`src/rtl/core/pil_pkg.sv`:
```
package pil_pkg;

    // Fixed field widths of the request and response transactions.
    localparam int VALUE_W       = 32;
    localparam int MODE_W        = 2;
    localparam int POS_IN_W      = 5;
    localparam int STATUS_W      = 2;
    localparam int COUNT_OUT_W   = 5;

    // Default list capacity.
    localparam int DEPTH_DEFAULT = 16;

    typedef enum logic [MODE_W-1:0] {
        MODE_APPEND = 2'd0,
        MODE_INSERT = 2'd1,
        MODE_READ   = 2'd2
    } mode_t;

    typedef enum logic [STATUS_W-1:0] {
        ST_OK    = 2'd0,
        ST_RANGE = 2'd1,
        ST_FULL  = 2'd2
    } status_t;

    typedef enum logic {
        S_IDLE,
        S_READ
    } state_t;

    // Write command broadcast to every cell of the chain.
    typedef struct packed {
        logic               en;
        logic [VALUE_W-1:0] value;
    } wr_cmd_t;

    // Read probe that travels one cell per cycle along the chain.
    typedef struct packed {
        logic               valid;
        logic [VALUE_W-1:0] data;
    } probe_t;

endpackage

```
`src/rtl/core/pil_req_if.sv`:
```
interface pil_req_if
    import pil_pkg::*;
();
    logic                valid;
    logic                ready;
    logic [MODE_W-1:0]   mode;
    logic [POS_IN_W-1:0] position;
    logic [VALUE_W-1:0]  item_value;

    modport source (output valid, output mode, output position, output item_value,
                    input ready);
    modport sink   (input valid, input mode, input position, input item_value,
                    output ready);
endinterface

```
`src/rtl/core/pil_rsp_if.sv`:
```
interface pil_rsp_if
    import pil_pkg::*;
();
    logic                   valid;
    logic                   ready;
    logic [VALUE_W-1:0]     read_value;
    logic [STATUS_W-1:0]    status;
    logic [COUNT_OUT_W-1:0] element_count;

    modport source (output valid, output read_value, output status, output element_count,
                    input ready);
    modport sink   (input valid, input read_value, input status, input element_count,
                    output ready);
endinterface

```
`src/rtl/core/positional_insert_list.sv`:
```
// Ordered list of up to DEPTH signed 32-bit values held in a chain of cells.
// Requests arrive on the req channel (mode, position, item_value) and each
// request produces exactly one transaction on the rsp channel (read_value,
// status, element_count). Both channels use a valid/ready handshake; a
// transaction moves on a rising clock edge with valid and ready high.
// For append and insert, every cell compares its own index with the write
// position and either loads the new value, loads its left neighbor, or holds.
// The response to these and to every rejected request is registered as
// the request is accepted, so a new one may follow every cycle while rsp
// is not stalled. An in-range read sends a probe down the chain, one cell
// per cycle; the response is registered when the probe leaves the last cell.
// No request is taken while a read probe is in flight, so the next request
// is accepted only after the probe has left the chain.
// When rsp is stalled, the response register holds its transaction and req
// stays low on ready until the cycle in which the response is taken.
// Reset clears the element count, the probe chain and the response valid;
// the cell contents stay undefined and are never read before written.
module positional_insert_list
    import pil_pkg::*;
#(
    parameter int DEPTH = DEPTH_DEFAULT
) (
    input  logic clk,
    input  logic rst_n,
    pil_req_if.sink   req,
    pil_rsp_if.source rsp
);

    localparam int CNT_W = $clog2(DEPTH + 1);
    // Compare width covers both the count and the position field.
    localparam int POS_W = (CNT_W > POS_IN_W) ? CNT_W : POS_IN_W;
    localparam logic [POS_W-1:0] FULL_CNT = POS_W'(DEPTH);

    state_t                 state_reg;
    state_t                 state_next;
    logic [CNT_W-1:0]       count_reg;
    logic [CNT_W-1:0]       count_next;
    logic [POS_W-1:0]       rd_pos_reg;
    logic                   probe_start_reg;
    logic                   rsp_valid_reg;
    logic                   rsp_valid_next;
    logic [VALUE_W-1:0]     read_value_reg;
    logic [VALUE_W-1:0]     read_value_next;
    status_t                status_reg;
    status_t                status_next;
    logic [COUNT_OUT_W-1:0] count_out_reg;
    logic                   rsp_load;

    logic                   accept;
    logic                   start_read;
    logic [POS_W-1:0]       pos_ext;
    logic [POS_W-1:0]       cnt_ext;
    logic [POS_W-1:0]       wr_pos;
    wr_cmd_t                wr;
    status_t                quick_status;
    logic                   quick_rsp;

    logic [VALUE_W-1:0]     entry [DEPTH];
    probe_t                 probe [DEPTH+1];
    logic [DEPTH:0]         probe_vld;

    assign pos_ext  = POS_W'(req.position);
    assign cnt_ext  = POS_W'(count_reg);
    assign req.ready = (state_reg == S_IDLE) && (!rsp_valid_reg || rsp.ready);
    assign accept    = req.valid && req.ready;

    // Request decode. Writes and rejected requests answer at once; an
    // in-range read launches a probe.
    always_comb
    begin
        wr.en        = 1'b0;
        wr.value     = req.item_value;
        wr_pos       = cnt_ext;
        start_read   = 1'b0;
        quick_status = ST_OK;
        quick_rsp    = 1'b0;
        if (accept)
        begin
            case (mode_t'(req.mode))
                MODE_APPEND:
                begin
                    quick_rsp = 1'b1;
                    if (cnt_ext == FULL_CNT)
                    begin
                        quick_status = ST_FULL;
                    end
                    else
                    begin
                        wr.en = 1'b1;
                    end
                end
                MODE_INSERT:
                begin
                    quick_rsp = 1'b1;
                    if (pos_ext > cnt_ext)
                    begin
                        quick_status = ST_RANGE;
                    end
                    else if (cnt_ext == FULL_CNT)
                    begin
                        quick_status = ST_FULL;
                    end
                    else
                    begin
                        wr.en  = 1'b1;
                        wr_pos = pos_ext;
                    end
                end
                MODE_READ:
                begin
                    if (pos_ext >= cnt_ext)
                    begin
                        quick_rsp    = 1'b1;
                        quick_status = ST_RANGE;
                    end
                    else
                    begin
                        start_read = 1'b1;
                    end
                end
                default:
                begin
                    quick_rsp    = 1'b1;
                    quick_status = ST_RANGE;
                end
            endcase
        end
    end

    assign count_next = wr.en ? (count_reg + CNT_W'(1)) : count_reg;

    // Sequencer: idle, or waiting for the read probe to leave the chain.
    always_comb
    begin
        state_next = state_reg;
        case (state_reg)
            S_IDLE:
            begin
                if (start_read)
                begin
                    state_next = S_READ;
                end
            end
            S_READ:
            begin
                if (probe[DEPTH].valid)
                begin
                    state_next = S_IDLE;
                end
            end
            default:
            begin
                state_next = S_IDLE;
            end
        endcase
    end

    always_ff @(posedge clk or negedge rst_n)
    begin
        if (!rst_n)
        begin
            state_reg <= S_IDLE;
        end
        else
        begin
            state_reg <= state_next;
        end
    end

    // Response register: loaded by an immediate answer or by the probe.
    always_comb
    begin
        rsp_load        = quick_rsp || probe[DEPTH].valid;
        rsp_valid_next  = rsp_valid_reg && !rsp.ready;
        read_value_next = '0;
        status_next     = quick_status;
        if (probe[DEPTH].valid)
        begin
            read_value_next = probe[DEPTH].data;
            status_next     = ST_OK;
        end
        if (rsp_load)
        begin
            rsp_valid_next = 1'b1;
        end
    end

    always_ff @(posedge clk or negedge rst_n)
    begin
        if (!rst_n)
        begin
            count_reg       <= '0;
            rsp_valid_reg   <= 1'b0;
            probe_start_reg <= 1'b0;
        end
        else
        begin
            count_reg       <= count_next;
            rsp_valid_reg   <= rsp_valid_next;
            probe_start_reg <= start_read;
        end
    end

    always_ff @(posedge clk)
    begin
        if (accept)
        begin
            rd_pos_reg <= pos_ext;
        end
        if (rsp_load)
        begin
            read_value_reg <= read_value_next;
            status_reg     <= status_next;
            count_out_reg  <= COUNT_OUT_W'(count_next);
        end
    end

    assign rsp.valid         = rsp_valid_reg;
    assign rsp.read_value    = read_value_reg;
    assign rsp.status        = status_reg;
    assign rsp.element_count = count_out_reg;

    // The chain of cells. The probe enters at the head in the cycle after the
    // read is accepted, with the read index held in rd_pos_reg.
    assign probe[0].valid = probe_start_reg;
    assign probe[0].data  = '0;

    for (genvar i = 0; i < DEPTH; i++)
    begin : g_cell
        logic [VALUE_W-1:0] left_entry;
        if (i == 0)
        begin : g_head
            assign left_entry = '0;
        end
        else
        begin : g_body
            assign left_entry = entry[i-1];
        end

        pil_cell #(
            .INDEX (i),
            .POS_W (POS_W)
        ) u_cell (
            .clk        (clk),
            .rst_n      (rst_n),
            .wr         (wr),
            .wr_pos     (wr_pos),
            .wr_last    (cnt_ext),
            .rd_pos     (rd_pos_reg),
            .left_entry (left_entry),
            .entry      (entry[i]),
            .probe_in   (probe[i]),
            .probe_out  (probe[i+1])
        );
    end

    for (genvar i = 0; i <= DEPTH; i++)
    begin : g_vld
        assign probe_vld[i] = probe[i].valid;
    end

    // The count never exceeds the capacity.
    a_count_bound: assert property (@(posedge clk) disable iff (!rst_n)
        POS_W'(count_reg) <= FULL_CNT)
        else $error("element count exceeds capacity");

    // Each accepted write grows the list by exactly one entry.
    a_count_step: assert property (@(posedge clk) disable iff (!rst_n)
        wr.en |=> (count_reg == $past(count_reg) + CNT_W'(1)))
        else $error("write did not advance the count by one");

    // At most one read probe is in flight along the chain.
    a_one_probe: assert property (@(posedge clk) disable iff (!rst_n)
        $onehot0(probe_vld))
        else $error("more than one read probe in the chain");

    // A probe leaves the chain only while the sequencer waits for it.
    a_probe_owner: assert property (@(posedge clk) disable iff (!rst_n)
        probe[DEPTH].valid |-> (state_reg == S_READ))
        else $error("read probe finished outside a read");

    // The list contents do not change while a read is in flight.
    a_read_quiet: assert property (@(posedge clk) disable iff (!rst_n)
        (state_reg == S_READ) |-> (!wr.en && $stable(count_reg)))
        else $error("list changed during a read");

endmodule

```
`src/rtl/core/pil_cell.sv`:
```
module pil_cell
    import pil_pkg::*;
#(
    parameter int INDEX = 0,
    parameter int POS_W = 5
) (
    input  logic               clk,
    input  logic               rst_n,
    input  wr_cmd_t            wr,
    input  logic [POS_W-1:0]   wr_pos,
    input  logic [POS_W-1:0]   wr_last,
    input  logic [POS_W-1:0]   rd_pos,
    input  logic [VALUE_W-1:0] left_entry,
    output logic [VALUE_W-1:0] entry,
    input  probe_t             probe_in,
    output probe_t             probe_out
);

    localparam logic [POS_W-1:0] MY_IDX = POS_W'(INDEX);

    logic [VALUE_W-1:0] entry_reg;
    logic [VALUE_W-1:0] entry_next;
    logic               entry_load;
    logic               probe_valid_reg;
    logic [VALUE_W-1:0] probe_data_reg;
    logic [VALUE_W-1:0] probe_data_next;

    // The cell at the write position takes the new value; cells behind it, up
    // to the first free cell at wr_last, take their left neighbor's value.
    always_comb
    begin
        entry_load = 1'b0;
        entry_next = left_entry;
        if (wr.en && (wr_pos == MY_IDX))
        begin
            entry_load = 1'b1;
            entry_next = wr.value;
        end
        else if (wr.en && (MY_IDX > wr_pos) && (MY_IDX <= wr_last))
        begin
            entry_load = 1'b1;
        end
    end

    always_ff @(posedge clk)
    begin
        if (entry_load)
        begin
            entry_reg <= entry_next;
        end
    end

    // The probe picks up this entry when it passes the addressed cell.
    assign probe_data_next = (probe_in.valid && (rd_pos == MY_IDX)) ? entry_reg
                                                                    : probe_in.data;

    always_ff @(posedge clk or negedge rst_n)
    begin
        if (!rst_n)
        begin
            probe_valid_reg <= 1'b0;
        end
        else
        begin
            probe_valid_reg <= probe_in.valid;
        end
    end

    always_ff @(posedge clk)
    begin
        probe_data_reg <= probe_data_next;
    end

    assign entry           = entry_reg;
    assign probe_out.valid = probe_valid_reg;
    assign probe_out.data  = probe_data_reg;

endmodule
```
`src/flat_wrapper.sv`:
```
// flat-port wrapper written by rule: the top's interface ports become plain ports
module positional_insert_list_flat import pil_pkg::*;
#(
    parameter int DEPTH = DEPTH_DEFAULT
)
  (clk, rst_n, req_valid, req_mode, req_position, req_item_value, req_ready, rsp_valid, rsp_read_value, rsp_status, rsp_element_count, rsp_ready);
  pil_req_if req_i ();
  pil_rsp_if rsp_i ();
  input  logic clk;
  input  logic rst_n;
  input wire logic [$bits(req_i.valid)-1:0] req_valid;
  input wire logic [$bits(req_i.mode)-1:0] req_mode;
  input wire logic [$bits(req_i.position)-1:0] req_position;
  input wire logic [$bits(req_i.item_value)-1:0] req_item_value;
  output wire logic [$bits(req_i.ready)-1:0] req_ready;
  output wire logic [$bits(rsp_i.valid)-1:0] rsp_valid;
  output wire logic [$bits(rsp_i.read_value)-1:0] rsp_read_value;
  output wire logic [$bits(rsp_i.status)-1:0] rsp_status;
  output wire logic [$bits(rsp_i.element_count)-1:0] rsp_element_count;
  input wire logic [$bits(rsp_i.ready)-1:0] rsp_ready;
  assign req_i.valid = req_valid;
  assign req_i.mode = req_mode;
  assign req_i.position = req_position;
  assign req_i.item_value = req_item_value;
  assign req_ready = req_i.ready;
  assign rsp_valid = rsp_i.valid;
  assign rsp_read_value = rsp_i.read_value;
  assign rsp_status = rsp_i.status;
  assign rsp_element_count = rsp_i.element_count;
  assign rsp_i.ready = rsp_ready;
  positional_insert_list #(.DEPTH(DEPTH)) u_core (.clk(clk), .rst_n(rst_n), .req(req_i), .rsp(rsp_i));
endmodule
```
`config.mk`:
```
export PLATFORM = sky130hd
export DESIGN_NAME = positional_insert_list_flat
export DESIGN_NICKNAME = d
export VERILOG_FILES = /design/src/rtl/core/pil_pkg.sv /design/src/rtl/core/pil_req_if.sv /design/src/rtl/core/pil_rsp_if.sv /design/src/rtl/core/positional_insert_list.sv /design/src/rtl/core/pil_cell.sv /design/src/flat_wrapper.sv
export SDC_FILE = /design/constraint.sdc
export NUM_CORES = 1
export LEC_CHECK = 0
export BUFFER_PORTS_ARGS = -buffer_cell sky130_fd_sc_hd__clkbuf_2
export CORE_ASPECT_RATIO = 0.9
export CORE_MARGIN = 2
export CORE_UTILIZATION = 60
export CTS_BUF_LIST = sky130_fd_sc_hd__clkbuf_16
export CTS_CLUSTER_SIZE = 28
export DETAILED_ROUTE_END_ITERATION = 10
export PLACE_DENSITY_LB_ADDON = 0.12
export SLEW_MARGIN = 20
export SYNTH_ARGS = -nofsm -noshare
export SYNTH_HDL_FRONTEND = slang
export SYNTH_HIERARCHICAL = 1
export SYNTH_SLANG_ARGS = --single-unit
```
`constraint.sdc`:
```
create_clock -name clk -period 18.7 [get_ports clk]
set_clock_uncertainty 0.2 [all_clocks]
set_input_delay 1.87 -clock clk [delete_from_list [all_inputs] [get_ports clk]]
set_output_delay 1.87 -clock clk [all_outputs]
set_load 0.01 [all_outputs]
```
==> flow_metrics.py <==
metrics = {
    "status": {
        "status": "finished clean",
    },
    "clock_network": {
        "cts_resized": 0,
        "cts_num_sinks": 1092,
        "clk_path_buf_depth": 3,
        "cts_tree": "done",
        "cts_buffers": 103,
        "cts_setup_buffers": 0,
        "cts_root_buffer": "clkbuf_16",
        "clk_pin_slew_ns": 0.06,
        "cts_htree_levels": 3,
        "clk-insertion-delay-late_ns": 0.64,
        "ctsHoldBuffers": 0,
    },
    "setup_path": {
        "cp-start-kind": "input pin",
        "critPathArrivalTime_ns": 6.05,
        "crit_type": "in -> reg",
        "rr_worst_depth": 12,
        "crit_required_ns": 18.78,
        "crit_fanout": 33,
        "end_kind": "flop",
    },
    "floorplan": {
        "rows": 94,
        "die_h_um": 261,
        "die_w_um": 289,
        "initial_core_util": 0.603,
        "coreArea_um2": 72800,
        "pin_count": 84,
        "die_area_um2": 75400,
    },
    "yosys": {
        "synth_edf_count": 556,
        "synth_area_um2": 43900,
        "synth_ff_type": "edfxtp_1",
        "synth_compound_area_frac": 0.00747,
        "synthMuxAreaShare": 0.304,
        "yosys_register_bits": 1092,
        "synth_top_family_by_area": "multiplexers",
        "synth_xor_area_frac": 0.000798,
        "synth_warnings": 6,
        "synth.yosys.seq_area_share": 0.627,
        "synthArstFlopShare": 0.0220,
        "synth.distinct_cells": 78,
        "synth-simple-area-share": 0.0291,
        "synthAdderAreaFrac": 0.00199,
        "avgSynthCellArea_um2": 17.9,
        "syn_inst": 2454,
    },
    "global_routing": {
        "grtUsageTotal": 0.178,
        "grt-ovfl-total": 0,
        "antenna_found_initial": 0,
        "grt_pass1_vias": 20200,
        "grt_max_degree": 40,
        "grt_pass1_wl_um": 108000,
    },
    "pwr": {
        "sw_frac_of_total": 0.206,
        "clkPwrFrac": 0.405,
        "p_sw_uw": 973,
        "comb_power_share": 0.043,
        "p_per_area_nw_per_um2": 98.0,
        "vdd_drop_max_uv": 84.5,
        "cell_internal_pwr_mw": 3.75,
        "p_leak_nw": 19.3,
        "seq_power_share": 0.552,
    },
    "timing": {
        "max_freq_mhz": 168,
        "fin_crit_sh": 0.319,
        "fin_crit_ns": 5.97,
        "setup_viol": 0,
        "tightestPinTransition_ns": 1.11,
        "rsz0062_at_grt": "false",
        "drv_slew": 0,
        "setup_tns_ns": 0,
        "hold_violations": 0,
        "slew_headroom": 0.259,
    },
    "cells_and_area": {
        "area_growth_pct": 9.68,
        "diodes": 0,
        "fin_nets": 2670,
        "final_cell_area_um2": 48200,
        "drive_gt1_frac": 0.493,
        "fill_cells": 4950,
    },
    "route": {
        "first_pass_iters": 5,
        "antenna_left": 0,
        "routedWlPerCell_um": 17.9,
        "vias": 19200,
        "viasPerCell": 5.23,
        "drc": 0,
        "drt_iter0_markers": 882,
        "routed_wl_um": 65700,
    },
    "min_path": {
        "hold_path_depth": 0,
        "holdCritPathClass": "reg -> reg",
    },
    "placement": {
        "placed_cell_area_um2": 44900,
        "io_buffers": 83,
        "finalWeightedCongestion": 0.842,
        "dp_hpwl_um": 44600,
    },
    "job": {
        "cap_violations": 0,
    },
}
synth_stat cells (14+ instances only):
master    number  area, um2
edfxtp_1     556      16700
mux2_2       536       6040
dfxtp_1      512      10200
mux2_4       477       7160
buf_6         58        653
and2_1        32        200
buf_2         24        120
dfrtp_1       24        601
buf_4         19        143
buf_12        15        300
o21ai_0       14       70.1
layer usage:
metal	track usage	up-vias	wire length [um]
li1	-	9468	-
met1	0.253	9289	32000
met2	0.282	320	30000
met3	0.0320	109	2440
met4	0.0478	0	1240
met5	0	-	0
worst max-delay path: stages:
cell       delay (ns)
clkbuf_2         0.11
ha_1             0.34
a21oi_1          0.30
o221ai_2         0.22
a2111oi_4        0.62
and2b_4          0.27
mux2i_2          0.19
buf_4            0.30
nor4bb_1         0.28
and3_2           0.87
o21bai_2         0.26
buf_4            0.37
cells by family after synthesis:
group,after synthesis
AO/OA/AOI/OAI,46
XOR/XNOR,4
adder cells (fa/ha/maj),7
buffers and inverters,132
flip-flops,1092
multiplexers,1027
other,1
AND/OR/NAND/NOR,145
metrics by stage:
stage	hold slack (ns)	utilization	cells	setup slack (ns)	power, mW
2_1_floorplan	0.173	-	2517	10.98	2.78
3_3_place_gp	0.149	0.617	3471	12.39	2.85
3_5_place_dp	0.162	0.617	3472	12.21	2.86
6_report	0.173	0.662	3670	12.73	4.72
5_1_grt	0.190	0.662	3670	12.63	4.89
4_1_cts	0.177	0.660	3667	12.88	4.77
cells in the final DEF, fill, tap and decap left out, drive strengths merged, types with 8 or more instances in the layout:
cell    instances
mux2         1026
edfxtp        556
dfxtp         512
clkbuf        192
conb           64
inv            53
clkinv         40
buf            34
and2           32
dfrtp          24
nand2          15
nand3b         15
o21ai          14
nor2           10
nand3           8
path summary, 6_finish.rpt:
path | start | to | slack [ns]
worst max-delay path | req_position[4] | u_core/g_cell[11].u_cell/entry[9] | 12.73
worst min-delay path | u_core/g_cell[6].u_cell/probe_valid_reg | u_core/g_cell[7].u_cell/probe_valid_reg | 0.17
worst max register to register | u_core/cnt_ext[4] | u_core/g_cell[11].u_cell/entry[9] | 12.99
worst min register to register | u_core/g_cell[6].u_cell/probe_valid_reg | u_core/g_cell[7].u_cell/probe_valid_reg | 0.17
max in group asynchronous | rst_n | u_core/g_cell[0].u_cell/probe_valid_reg | 16.85
min in group asynchronous | rst_n | u_core/cnt_ext[3] | 1.04
cell type report:
type	count	area, um2	area share
clock buffers	109	2730	0.0566
clock inverters	86	437	0.00907
inverters	13	48.8	0.00101
multi-input cells	1293	15500	0.321
flip-flops and latches	1092	27500	0.572
well taps	960	1200	0.0249
repair buffers	117	751	0.0156
power groups by stage:
stage / Combinational, mW / Sequential, mW / Clock (mW)
finish: 0.204 / 2.61 / 1.91
global route: 0.218 / 2.61 / 2.06
CTS: 0.202 / 2.61 / 1.96
detailed placement: 0.200 / 2.66 / 0
global placement: 0.193 / 2.65 / 0
floorplan: 0.137 / 2.64 / 0
No activity file was read; power rests on OpenSTA's default activity.
